## src/rtl/core/hsvrgb_pkg.sv

```systemverilog
// constants, types and helper functions for the hsv to rgb pixel converter
package hsvrgb_pkg;

  localparam logic [7:0]  FullScale    = 8'd255;
  localparam logic [5:0]  SectorSpan   = 6'd60;
  localparam logic [2:0]  SectorCount  = 3'd6;
  localparam logic [7:0]  AlphaByte    = 8'hFF;
  localparam logic [14:0] Recip60      = 15'd17477;
  localparam int          Recip60Shift = 20;
  localparam int          Latency      = 6;

  typedef enum logic [2:0] {
    SEC_RED_YELLOW    = 3'd0,
    SEC_YELLOW_GREEN  = 3'd1,
    SEC_GREEN_CYAN    = 3'd2,
    SEC_CYAN_BLUE     = 3'd3,
    SEC_BLUE_MAGENTA  = 3'd4,
    SEC_MAGENTA_RED   = 3'd5
  } sector_t;

  // hue / 60 for a 9-bit hue, by constant compares
  function automatic logic [3:0] hue_quotient(input logic [8:0] h);
    logic [3:0] q;
    q = 4'd0;
    for (int k = 1; k <= 8; k++) begin
      if (h >= 9'(k * 60)) begin
        q = q + 4'd1;
      end
    end
    return q;
  endfunction

  // exact floor(x / 255) for x up to 65025
  function automatic logic [7:0] div255(input logic [15:0] x);
    logic [16:0] s;
    s = 17'(x) + 17'(x[15:8]) + 17'd1;
    return s[15:8];
  endfunction

endpackage

```

## src/rtl/core/hsv_to_rgb_pixel.sv

```systemverilog
// hsv to rgb pixel converter, six-stage pipeline with packed rgba output
//
// One pixel is taken on every clock where start is high; busy is always low.
// Each result appears on red, green, blue and packed_pixel once its request has
// passed all stages, marked by a one-cycle done pulse, at one pixel per clock.
// The receiver cannot hold results off, so it must take every done cycle.
// The six register stages, in order: hue split, saturation products,
// divide by 60, factor forming, brightness products, divide by 255 and select.
module hsv_to_rgb_pixel (
  input  logic        clk,
  input  logic        rst,
  input  logic        start,
  output logic        busy,
  input  logic [8:0]  hue,
  input  logic [7:0]  saturation,
  input  logic [7:0]  brightness,
  output logic        done,
  output logic [7:0]  red,
  output logic [7:0]  green,
  output logic [7:0]  blue,
  output logic [31:0] packed_pixel
);

  // stage valids
  logic v1, v2, v3, v4, v5;

  // stage 1: hue split
  logic [3:0]          quot_next;
  logic [8:0]          quot_x60;
  logic [5:0]          frac_next;
  hsvrgb_pkg::sector_t sector_next;
  hsvrgb_pkg::sector_t s1_sector;
  logic [5:0]          s1_frac;
  logic [7:0]          s1_sat;
  logic [7:0]          s1_val;

  // stage 2: saturation products
  hsvrgb_pkg::sector_t s2_sector;
  logic [13:0]         s2_sf;
  logic [13:0]         s2_sc;
  logic [7:0]          s2_pf;
  logic [7:0]          s2_val;

  // stage 3: divide by 60
  logic [28:0]         mq;
  logic [28:0]         mt;
  hsvrgb_pkg::sector_t s3_sector;
  logic [7:0]          s3_aq;
  logic [7:0]          s3_at;
  logic [7:0]          s3_pf;
  logic [7:0]          s3_val;

  // stage 4: factors
  hsvrgb_pkg::sector_t s4_sector;
  logic [7:0]          s4_pf;
  logic [7:0]          s4_qf;
  logic [7:0]          s4_tf;
  logic [7:0]          s4_val;

  // stage 5: brightness products
  hsvrgb_pkg::sector_t s5_sector;
  logic [15:0]         s5_pp;
  logic [15:0]         s5_qp;
  logic [15:0]         s5_tp;
  logic [7:0]          s5_val;

  // stage 6: final select
  logic [7:0] p_ch, q_ch, t_ch;
  logic [7:0] red_next, green_next, blue_next;

  assign busy = 1'b0;

  always_comb begin
    quot_next = hsvrgb_pkg::hue_quotient(hue);
    quot_x60  = 9'(quot_next) * 9'(hsvrgb_pkg::SectorSpan);
    frac_next = 6'(hue - quot_x60);
    if (quot_next >= 4'(hsvrgb_pkg::SectorCount)) begin
      sector_next = hsvrgb_pkg::sector_t'(3'(quot_next - 4'(hsvrgb_pkg::SectorCount)));
    end else begin
      sector_next = hsvrgb_pkg::sector_t'(quot_next[2:0]);
    end
  end

  assign mq = 29'(s2_sf) * 29'(hsvrgb_pkg::Recip60);
  assign mt = 29'(s2_sc) * 29'(hsvrgb_pkg::Recip60);

  always_ff @(posedge clk) begin
    if (rst) begin
      v1   <= 1'b0;
      v2   <= 1'b0;
      v3   <= 1'b0;
      v4   <= 1'b0;
      v5   <= 1'b0;
      done <= 1'b0;
    end else begin
      v1   <= start;
      v2   <= v1;
      v3   <= v2;
      v4   <= v3;
      v5   <= v4;
      done <= v5;
    end
  end

  always_ff @(posedge clk) begin
    s1_sector <= sector_next;
    s1_frac   <= frac_next;
    s1_sat    <= saturation;
    s1_val    <= brightness;

    s2_sector <= s1_sector;
    s2_sf     <= 14'(s1_sat) * 14'(s1_frac);
    s2_sc     <= 14'(s1_sat) * 14'(hsvrgb_pkg::SectorSpan - s1_frac);
    s2_pf     <= hsvrgb_pkg::FullScale - s1_sat;
    s2_val    <= s1_val;

    s3_sector <= s2_sector;
    s3_aq     <= mq[hsvrgb_pkg::Recip60Shift +: 8];
    s3_at     <= mt[hsvrgb_pkg::Recip60Shift +: 8];
    s3_pf     <= s2_pf;
    s3_val    <= s2_val;

    s4_sector <= s3_sector;
    s4_pf     <= s3_pf;
    s4_qf     <= hsvrgb_pkg::FullScale - s3_aq;
    s4_tf     <= hsvrgb_pkg::FullScale - s3_at;
    s4_val    <= s3_val;

    s5_sector <= s4_sector;
    s5_pp     <= 16'(s4_val) * 16'(s4_pf);
    s5_qp     <= 16'(s4_val) * 16'(s4_qf);
    s5_tp     <= 16'(s4_val) * 16'(s4_tf);
    s5_val    <= s4_val;

    red       <= red_next;
    green     <= green_next;
    blue      <= blue_next;
  end

  always_comb begin
    p_ch = hsvrgb_pkg::div255(s5_pp);
    q_ch = hsvrgb_pkg::div255(s5_qp);
    t_ch = hsvrgb_pkg::div255(s5_tp);
    unique case (s5_sector)
      hsvrgb_pkg::SEC_RED_YELLOW: begin
        red_next = s5_val; green_next = t_ch;   blue_next = p_ch;
      end
      hsvrgb_pkg::SEC_YELLOW_GREEN: begin
        red_next = q_ch;   green_next = s5_val; blue_next = p_ch;
      end
      hsvrgb_pkg::SEC_GREEN_CYAN: begin
        red_next = p_ch;   green_next = s5_val; blue_next = t_ch;
      end
      hsvrgb_pkg::SEC_CYAN_BLUE: begin
        red_next = p_ch;   green_next = q_ch;   blue_next = s5_val;
      end
      hsvrgb_pkg::SEC_BLUE_MAGENTA: begin
        red_next = t_ch;   green_next = p_ch;   blue_next = s5_val;
      end
      default: begin
        red_next = s5_val; green_next = p_ch;   blue_next = q_ch;
      end
    endcase
  end

  assign packed_pixel = {red, green, blue, hsvrgb_pkg::AlphaByte};

endmodule

```

## config.mk

```make
export PLATFORM = sky130hd
export DESIGN_NAME = hsv_to_rgb_pixel
export DESIGN_NICKNAME = d
export VERILOG_FILES = /design/src/rtl/core/hsvrgb_pkg.sv /design/src/rtl/core/hsv_to_rgb_pixel.sv
export SDC_FILE = /design/constraint.sdc
export NUM_CORES = 1
export LEC_CHECK = 0
export ABC_AREA = 1
export BUFFER_PORTS_ARGS = -buffer_cell sky130_fd_sc_hd__buf_2
export CAP_MARGIN = 20
export CORE_ASPECT_RATIO = 1.2
export CORE_UTILIZATION = 40
export CTS_BUF_LIST = sky130_fd_sc_hd__clkbuf_16
export CTS_CLUSTER_DIAMETER = 200
export DETAILED_ROUTE_END_ITERATION = 10
export PLACE_DENSITY_LB_ADDON = 0.08
export SLEW_MARGIN = 10
export SYNTH_ARGS = -nofsm -noshare
export SYNTH_HDL_FRONTEND = slang
export SYNTH_SLANG_ARGS = --single-unit
```

## constraint.sdc

```tcl
create_clock -name clk -period 11.3 [get_ports clk]
set_clock_uncertainty 0.2 [all_clocks]
set_input_delay 2.26 -clock clk [delete_from_list [all_inputs] [get_ports clk]]
set_output_delay 2.26 -clock clk [all_outputs]
set_load 0.02 [all_outputs]
```

Yosys cells after proc, flatten, opt, wreduce, memory -nomap -nowiden --
Index checks and enable logic that the tools add are counted.
Cells by class: add/sub/neg operators 19, multipliers 8, $lt $le $gt $ge 9, eq/ne operators 4, mux-type cells 12, reduce and logical (&&, ||, !) cells 5
Operators with widths (number):
- $pmux 8 s3 | 3
- $mul 14x15->28 const B | 2
- $add 16x1->16 const B | 3
- $add 16x8->16 | 3
- $mul 8x8->16 | 3
- $ge 9x9->1 const B | 4
- $add 4x1->4 const B | 7
- $mux 4 | 7
- $sub 8x8->8 const A | 3
- $ge 9x8->1 const B | 2
- $mul 8x6->14 | 1
- $mul 9x7->14 | 1
- $ge 9x6->1 const B | 1
- $ge 9x7->1 const B | 1
- $reduce_or 2->1 | 4
- $sub 6x6->7 const A | 1
- $eq 3x2->1 const B | 2
- $sub 6x6->6 | 1
- $ge 4x3->1 const B | 1
- $mul 4x1->4 const B | 1
- $eq 3x1->1 const B | 1
- $eq 3x3->1 const B | 1
- $logic_not 3->1 | 1
- $mux 3 | 1
- other kinds (2) | 2
Word-level totals: flip-flop bits (word level) 231, input bits 28, output and inout port bits 58

Longest topological paths before layout --
depth after elaboration 18, mapped depth 38

Worst setup path before layout --
No wires, ideal clock.
kind input to register, start point input port hue[5], end point register s1_frac[5], setup time 109 ps, data arrival time 7176 ps, data required time 10991 ps, setup slack 3815 ps, stages 36, buffers on the path 0, cells stage by stage inv_1 -> nor2_4 -> nand3_1 -> nand2_1 -> inv_1 -> ha_1 -> nand3_1 -> nand2_1 -> ha_1 -> o21ai_0 -> inv_1 -> ha_1 -> or2_0 -> nand2_2 -> inv_1 -> ha_1 -> or2_1 -> a21boi_1 -> ha_1 -> nand2_1 -> nand2_2 -> ha_1 -> nand2_1 -> nand2_1 -> inv_1 -> ha_1 -> xor2_1 -> ha_1 -> nand2_1 -> o21ai_0 -> xor2_1 -> nand3_1 -> nand2_1 -> nand2_1 -> nand2_1 -> inv_1
On the way: word-level cells in the longest chain between the ends 18, elaborated cells between the ends (all ways) 25
Ends and longest elaborated chain:
- start: declaration | line hsv_to_rgb_pixel.sv:14 | input logic [8:0] hue,
- $ge 9x6->1 | line hsvrgb_pkg.sv:26 | if (h >= 9'(k * 60)) begin
- $mux 1 | line hsvrgb_pkg.sv:26
- $add 4x1->4 | line hsvrgb_pkg.sv:27 | q = q + 4'd1;
- $mux 4 | line hsvrgb_pkg.sv:26
- $add 4x1->4 | line hsvrgb_pkg.sv:27
- $mux 4 | line hsvrgb_pkg.sv:26
- $add 4x1->4 | line hsvrgb_pkg.sv:27
- $mux 4 | line hsvrgb_pkg.sv:26
- (+3 left out)
- $mux 4 | line hsvrgb_pkg.sv:26
- $add 4x1->4 | line hsvrgb_pkg.sv:27
- $mux 4 | line hsvrgb_pkg.sv:26
- $add 4x1->4 | line hsvrgb_pkg.sv:27
- $mux 4 | line hsvrgb_pkg.sv:26
- $mul 4x1->4 | line hsv_to_rgb_pixel.sv:75 | quot_x60 = 9'(quot_next) * 9'(hsvrgb_pkg::SectorSpan);
- $sub 6x6->6 * | line hsv_to_rgb_pixel.sv:76 | frac_next = 6'(hue - quot_x60);
- via frac_next[5] | line hsv_to_rgb_pixel.sv:30 | logic [5:0] frac_next;
- end signal: assignment | line hsv_to_rgb_pixel.sv:107 | s1_frac <= frac_next;
- end: declaration | line hsv_to_rgb_pixel.sv:33 | logic [5:0] s1_frac;
The timed path passes the listed nets; every way through them passes the cells marked *. A chain may end at the register's enable or synchronous reset.

Final worst setup path --
start point input port hue[6], end point register s1_frac[5]
On the way: word-level cells in the longest chain between the ends 18, elaborated cells between the ends (all ways) 25
Ends and longest elaborated chain (line):
- $ge 9x6->1 | hsvrgb_pkg.sv:26
- $mux 1 | hsvrgb_pkg.sv:26
- $add 4x1->4 | hsvrgb_pkg.sv:27
- $mux 4 | hsvrgb_pkg.sv:26
- $add 4x1->4 | hsvrgb_pkg.sv:27
- $mux 4 | hsvrgb_pkg.sv:26
- $add 4x1->4 | hsvrgb_pkg.sv:27
- $mux 4 | hsvrgb_pkg.sv:26
- (+3 left out)
- $mux 4 | hsvrgb_pkg.sv:26
- $add 4x1->4 | hsvrgb_pkg.sv:27
- $mux 4 | hsvrgb_pkg.sv:26
- $add 4x1->4 | hsvrgb_pkg.sv:27
- $mux 4 * | hsvrgb_pkg.sv:26
- $mul 4x1->4 * | hsv_to_rgb_pixel.sv:75
- $sub 6x6->6 * | hsv_to_rgb_pixel.sv:76
- via frac_next[5] | hsv_to_rgb_pixel.sv:30
Marked as above.

==> flow_metrics.env <==
export IMPL_hold_depth=0
export IMPL_ios=86
export IMPL_fin_area_um2=22890
export IMPL_cts_buffer_depth=3
export IMPL_dieArea_um2=53660
export IMPL_num_rows=91
export IMPL_dp_cells=3230
export IMPL_timing_rr_end="s2_sc[13]"
export IMPL_h_tree_depth=1
export IMPL_start_kind="input port"
export IMPL_grt_pass1_wl_um=74400
export IMPL_core_area_um2=51690
export IMPL_status="finished, final reports clean"
export IMPL_r2r_slack_ns=5.43
export IMPL_clk_pin_slew_ns=0.06
export IMPL_yosys_area_top_type="dfxtp_1"
export IMPL_globalplace_congestion=0.8741
export IMPL_holdWs_ns=0.1210
export IMPL_numCtsBuffers=28
export IMPL_synthTopCellsByArea="dfxtp_1 (22%), ha_1 (22%), fa_1 (19%)"
export IMPL_antenna_found_initial=0
export IMPL_via_count=15110
export IMPL_rsz0062_at_grt="no"
export IMPL_layoutNonFillerInstCount=3280
export IMPL_drc_errors=0
export IMPL_cp_endpoint="s1_frac[5]"
export IMPL_diodes=0
export IMPL_cts_tree="yes"
export IMPL_synthArstFlopShare_pct=0
export IMPL_cp_data_arrival_time_ns=7.84
export IMPL_drt_wl_total_um=43510
export IMPL_drv_cap=0
export IMPL_layout_nets=3162
export IMPL_grt_util_met3_pct=1.705
export IMPL_reg2reg_depth=26
export IMPL_timing_final_crit_share_pct=66.93
export IMPL_cts_root_buf="clkbuf_16"
export IMPL_syn_area_per_cell_um2=8.337
export IMPL_worstSkewPairLatency_ns=0.57
export IMPL_final_hold_viol_count=0
export IMPL_die_h_um=253.5
export IMPL_die_x_um=211.6
export IMPL_track_usage_pct=17.02
export IMPL_overflow=0
export IMPL_synth_commonest_cells="inv_1 (585), nand2_1 (487), ha_1 (367)"
export IMPL_synth_edf_count=0
export IMPL_start_util_pct=40.80
export IMPL_setup_violations_final=0
export IMPL_synth_most_common_cell="inv_1"
export IMPL_fmaxAchievable_ghz=0.1322
export IMPL_cts_resized=0
export IMPL_detail_route_wl_per_cell_um=13.26
export IMPL_worstSetupStartpoint="hue[6]"
export IMPL_crit_type="in2reg"
export IMPL_cts_setup_buffers=0
export IMPL_yosysUniqueCellTypes=48
export IMPL_placed_cell_area_um2=21970
export IMPL_post_drt_via_cell_ratio=4.605
export IMPL_rr_startpoint="s1_frac[1]"
export IMPL_synth_area_um2=21090
export IMPL_slowest_delay_ns=0.35
export IMPL_syn_to_final_growth_pct=8.549
export IMPL_maxSlewHeadroom_pct=43.70
export IMPL_grt_max_degree=26
export IMPL_dp_hpwl_um=35970
export IMPL_tightest_slew_ns=0.8413
export IMPL_drtAntennaViolNets=0
export IMPL_critical_path_max_fanout=6
export IMPL_yosysWarnings=0
export IMPL_slowest_stage="ha_1"
export IMPL_fin_crit_ns=7.563
export IMPL_syn_inst=2530
export IMPL_fin_setup_tns_ns=0
export IMPL_met2_usage_pct=32.03
export IMPL_portBuffers=76
export IMPL_required_ns=11.57
export IMPL_drt_iter0_drc=489
export IMPL_cts_hold_fix_buffers=0
export IMPL_cts_sinks=230
export IMPL_synth_ff_type="dfxtp_1"
export IMPL_n_fill_cell=5236
export IMPL_drt_pre_antenna_iters=7
export IMPL_busiest_layer="met2"
export IMPL_cpMostUsedCell="nand2_1"
export IMPL_grtUsageMet1_pct=20.24
export IMPL_ys_seq_area_share_pct=21.83
export IMPL_grt_pass1_vias=15630
export IMPL_hold_path_class="reg2reg"
export IMPL_ys_seq_elements=230
export IMPL_drive_above_1_share_pct=6.775
export IMPL_worstSetupEndpointType="register"
export IMPL_netlist_area_leader_share_pct=21.83
export IMPL_slew_viol_final=0
[cells in the final DEF, fill, tap and decap left out, types with 45 or more instances in the layout]
cell type and count:
inv_1 589, fa_1 204, dfxtp_1 230, nand3_1 98, nand2_1 487, ha_1 367
buf_2 76, a21oi_1 93, o21ai_0 45, nor2_1 103, xor2_1 57
[worst min path at each step]
stage	startpoint	end	slack, ns
6_report	s2_val[6]	s3_val[6]	0.12
5_1_grt	s2_pf[2]	s3_pf[2]	0.13
4_1_cts	s2_val[6]	s3_val[6]	0.12
3_5_place_dp	s1_val[1]	s2_val[1]	0.11
3_3_place_gp	s3_val[6]	s4_val[6]	0.11
2_1_floorplan	s1_sector[0]	s2_sector[0]	0.11
[cell families (layout without fill, tap and decap cells)]
group / after synthesis / in the layout / synth area share (%)
xor gates and xnor gates: 87 / 87 / 3.648
DFF: 230 / 230 / 21.83
buffers and inverters: 681 / 727 / 12.77
other: 2 / 9 / 0.03561
adders and majority gates: 571 / 571 / 41.13
and+or+nand+nor: 774 / 774 / 15.57
AOI/OAI and AO/OA: 185 / 185 / 5.013
[layer usage]
layer	part of all wire, %	wire length (µm)
met1	44	19070
met2	51	22170
met3	3.0	1303
met4	2.2	965
met5	0	0
[layout make-up]
cell class	instances	area [µm²]	area share (%)
inverters	592	2222	9.706
clock inverters	21	201.4	0.8799
repair buffers	85	447.9	1.956
multi-input cells	1626	13820	60.37
well taps	697	872.1	3.809
clock buffers	29	725.7	3.170
flip-flops and latches	230	4604	20.11
[stage by stage]
| stage | setup WS (ns) | util [%] |
|---|---|---|
| 2_1_floorplan | 3.815 | - |
| 4_1_cts | 3.731 | 44.29 |
| 5_1_grt | 3.361 | 44.29 |
| 3_3_place_gp | 3.236 | 42.50 |
| 3_5_place_dp | 3.095 | 42.50 |
| 6_report | 3.737 | 44.29 |
[flip-flops by register name, summed over array words and instances (netlist names), 8 cells and up]
signal,count
s3_at,8
s2_sf,13
s1_val,8
s2_sc,14
s4_pf,8
s1_sat,8
s2_val,8
s4_qf,8
s5_qp,16
blue,8
s5_pp,16
red,8
s3_aq,8
s5_tp,16
s4_tf,8
s5_val,8
green,8
s2_pf,8
s3_val,8
s3_pf,8
s4_val,8
[worst max-delay path, delay by kind of cell]
| kind | cells | cell delay, ns |
|---|---|---|
| AO/OA/AOI/OAI | 3 | 0.51 |
| XOR/XNOR | 2 | 0.42 |
| adder cells (fa/ha/maj) | 8 | 2.27 |
| buffers and inverters | 6 | 0.46 |
| AND/OR/NAND/NOR | 17 | 1.91 |
Power is not shown: default switching activity piles up to over one toggle a cycle in this logic, so the estimate is an artifact.
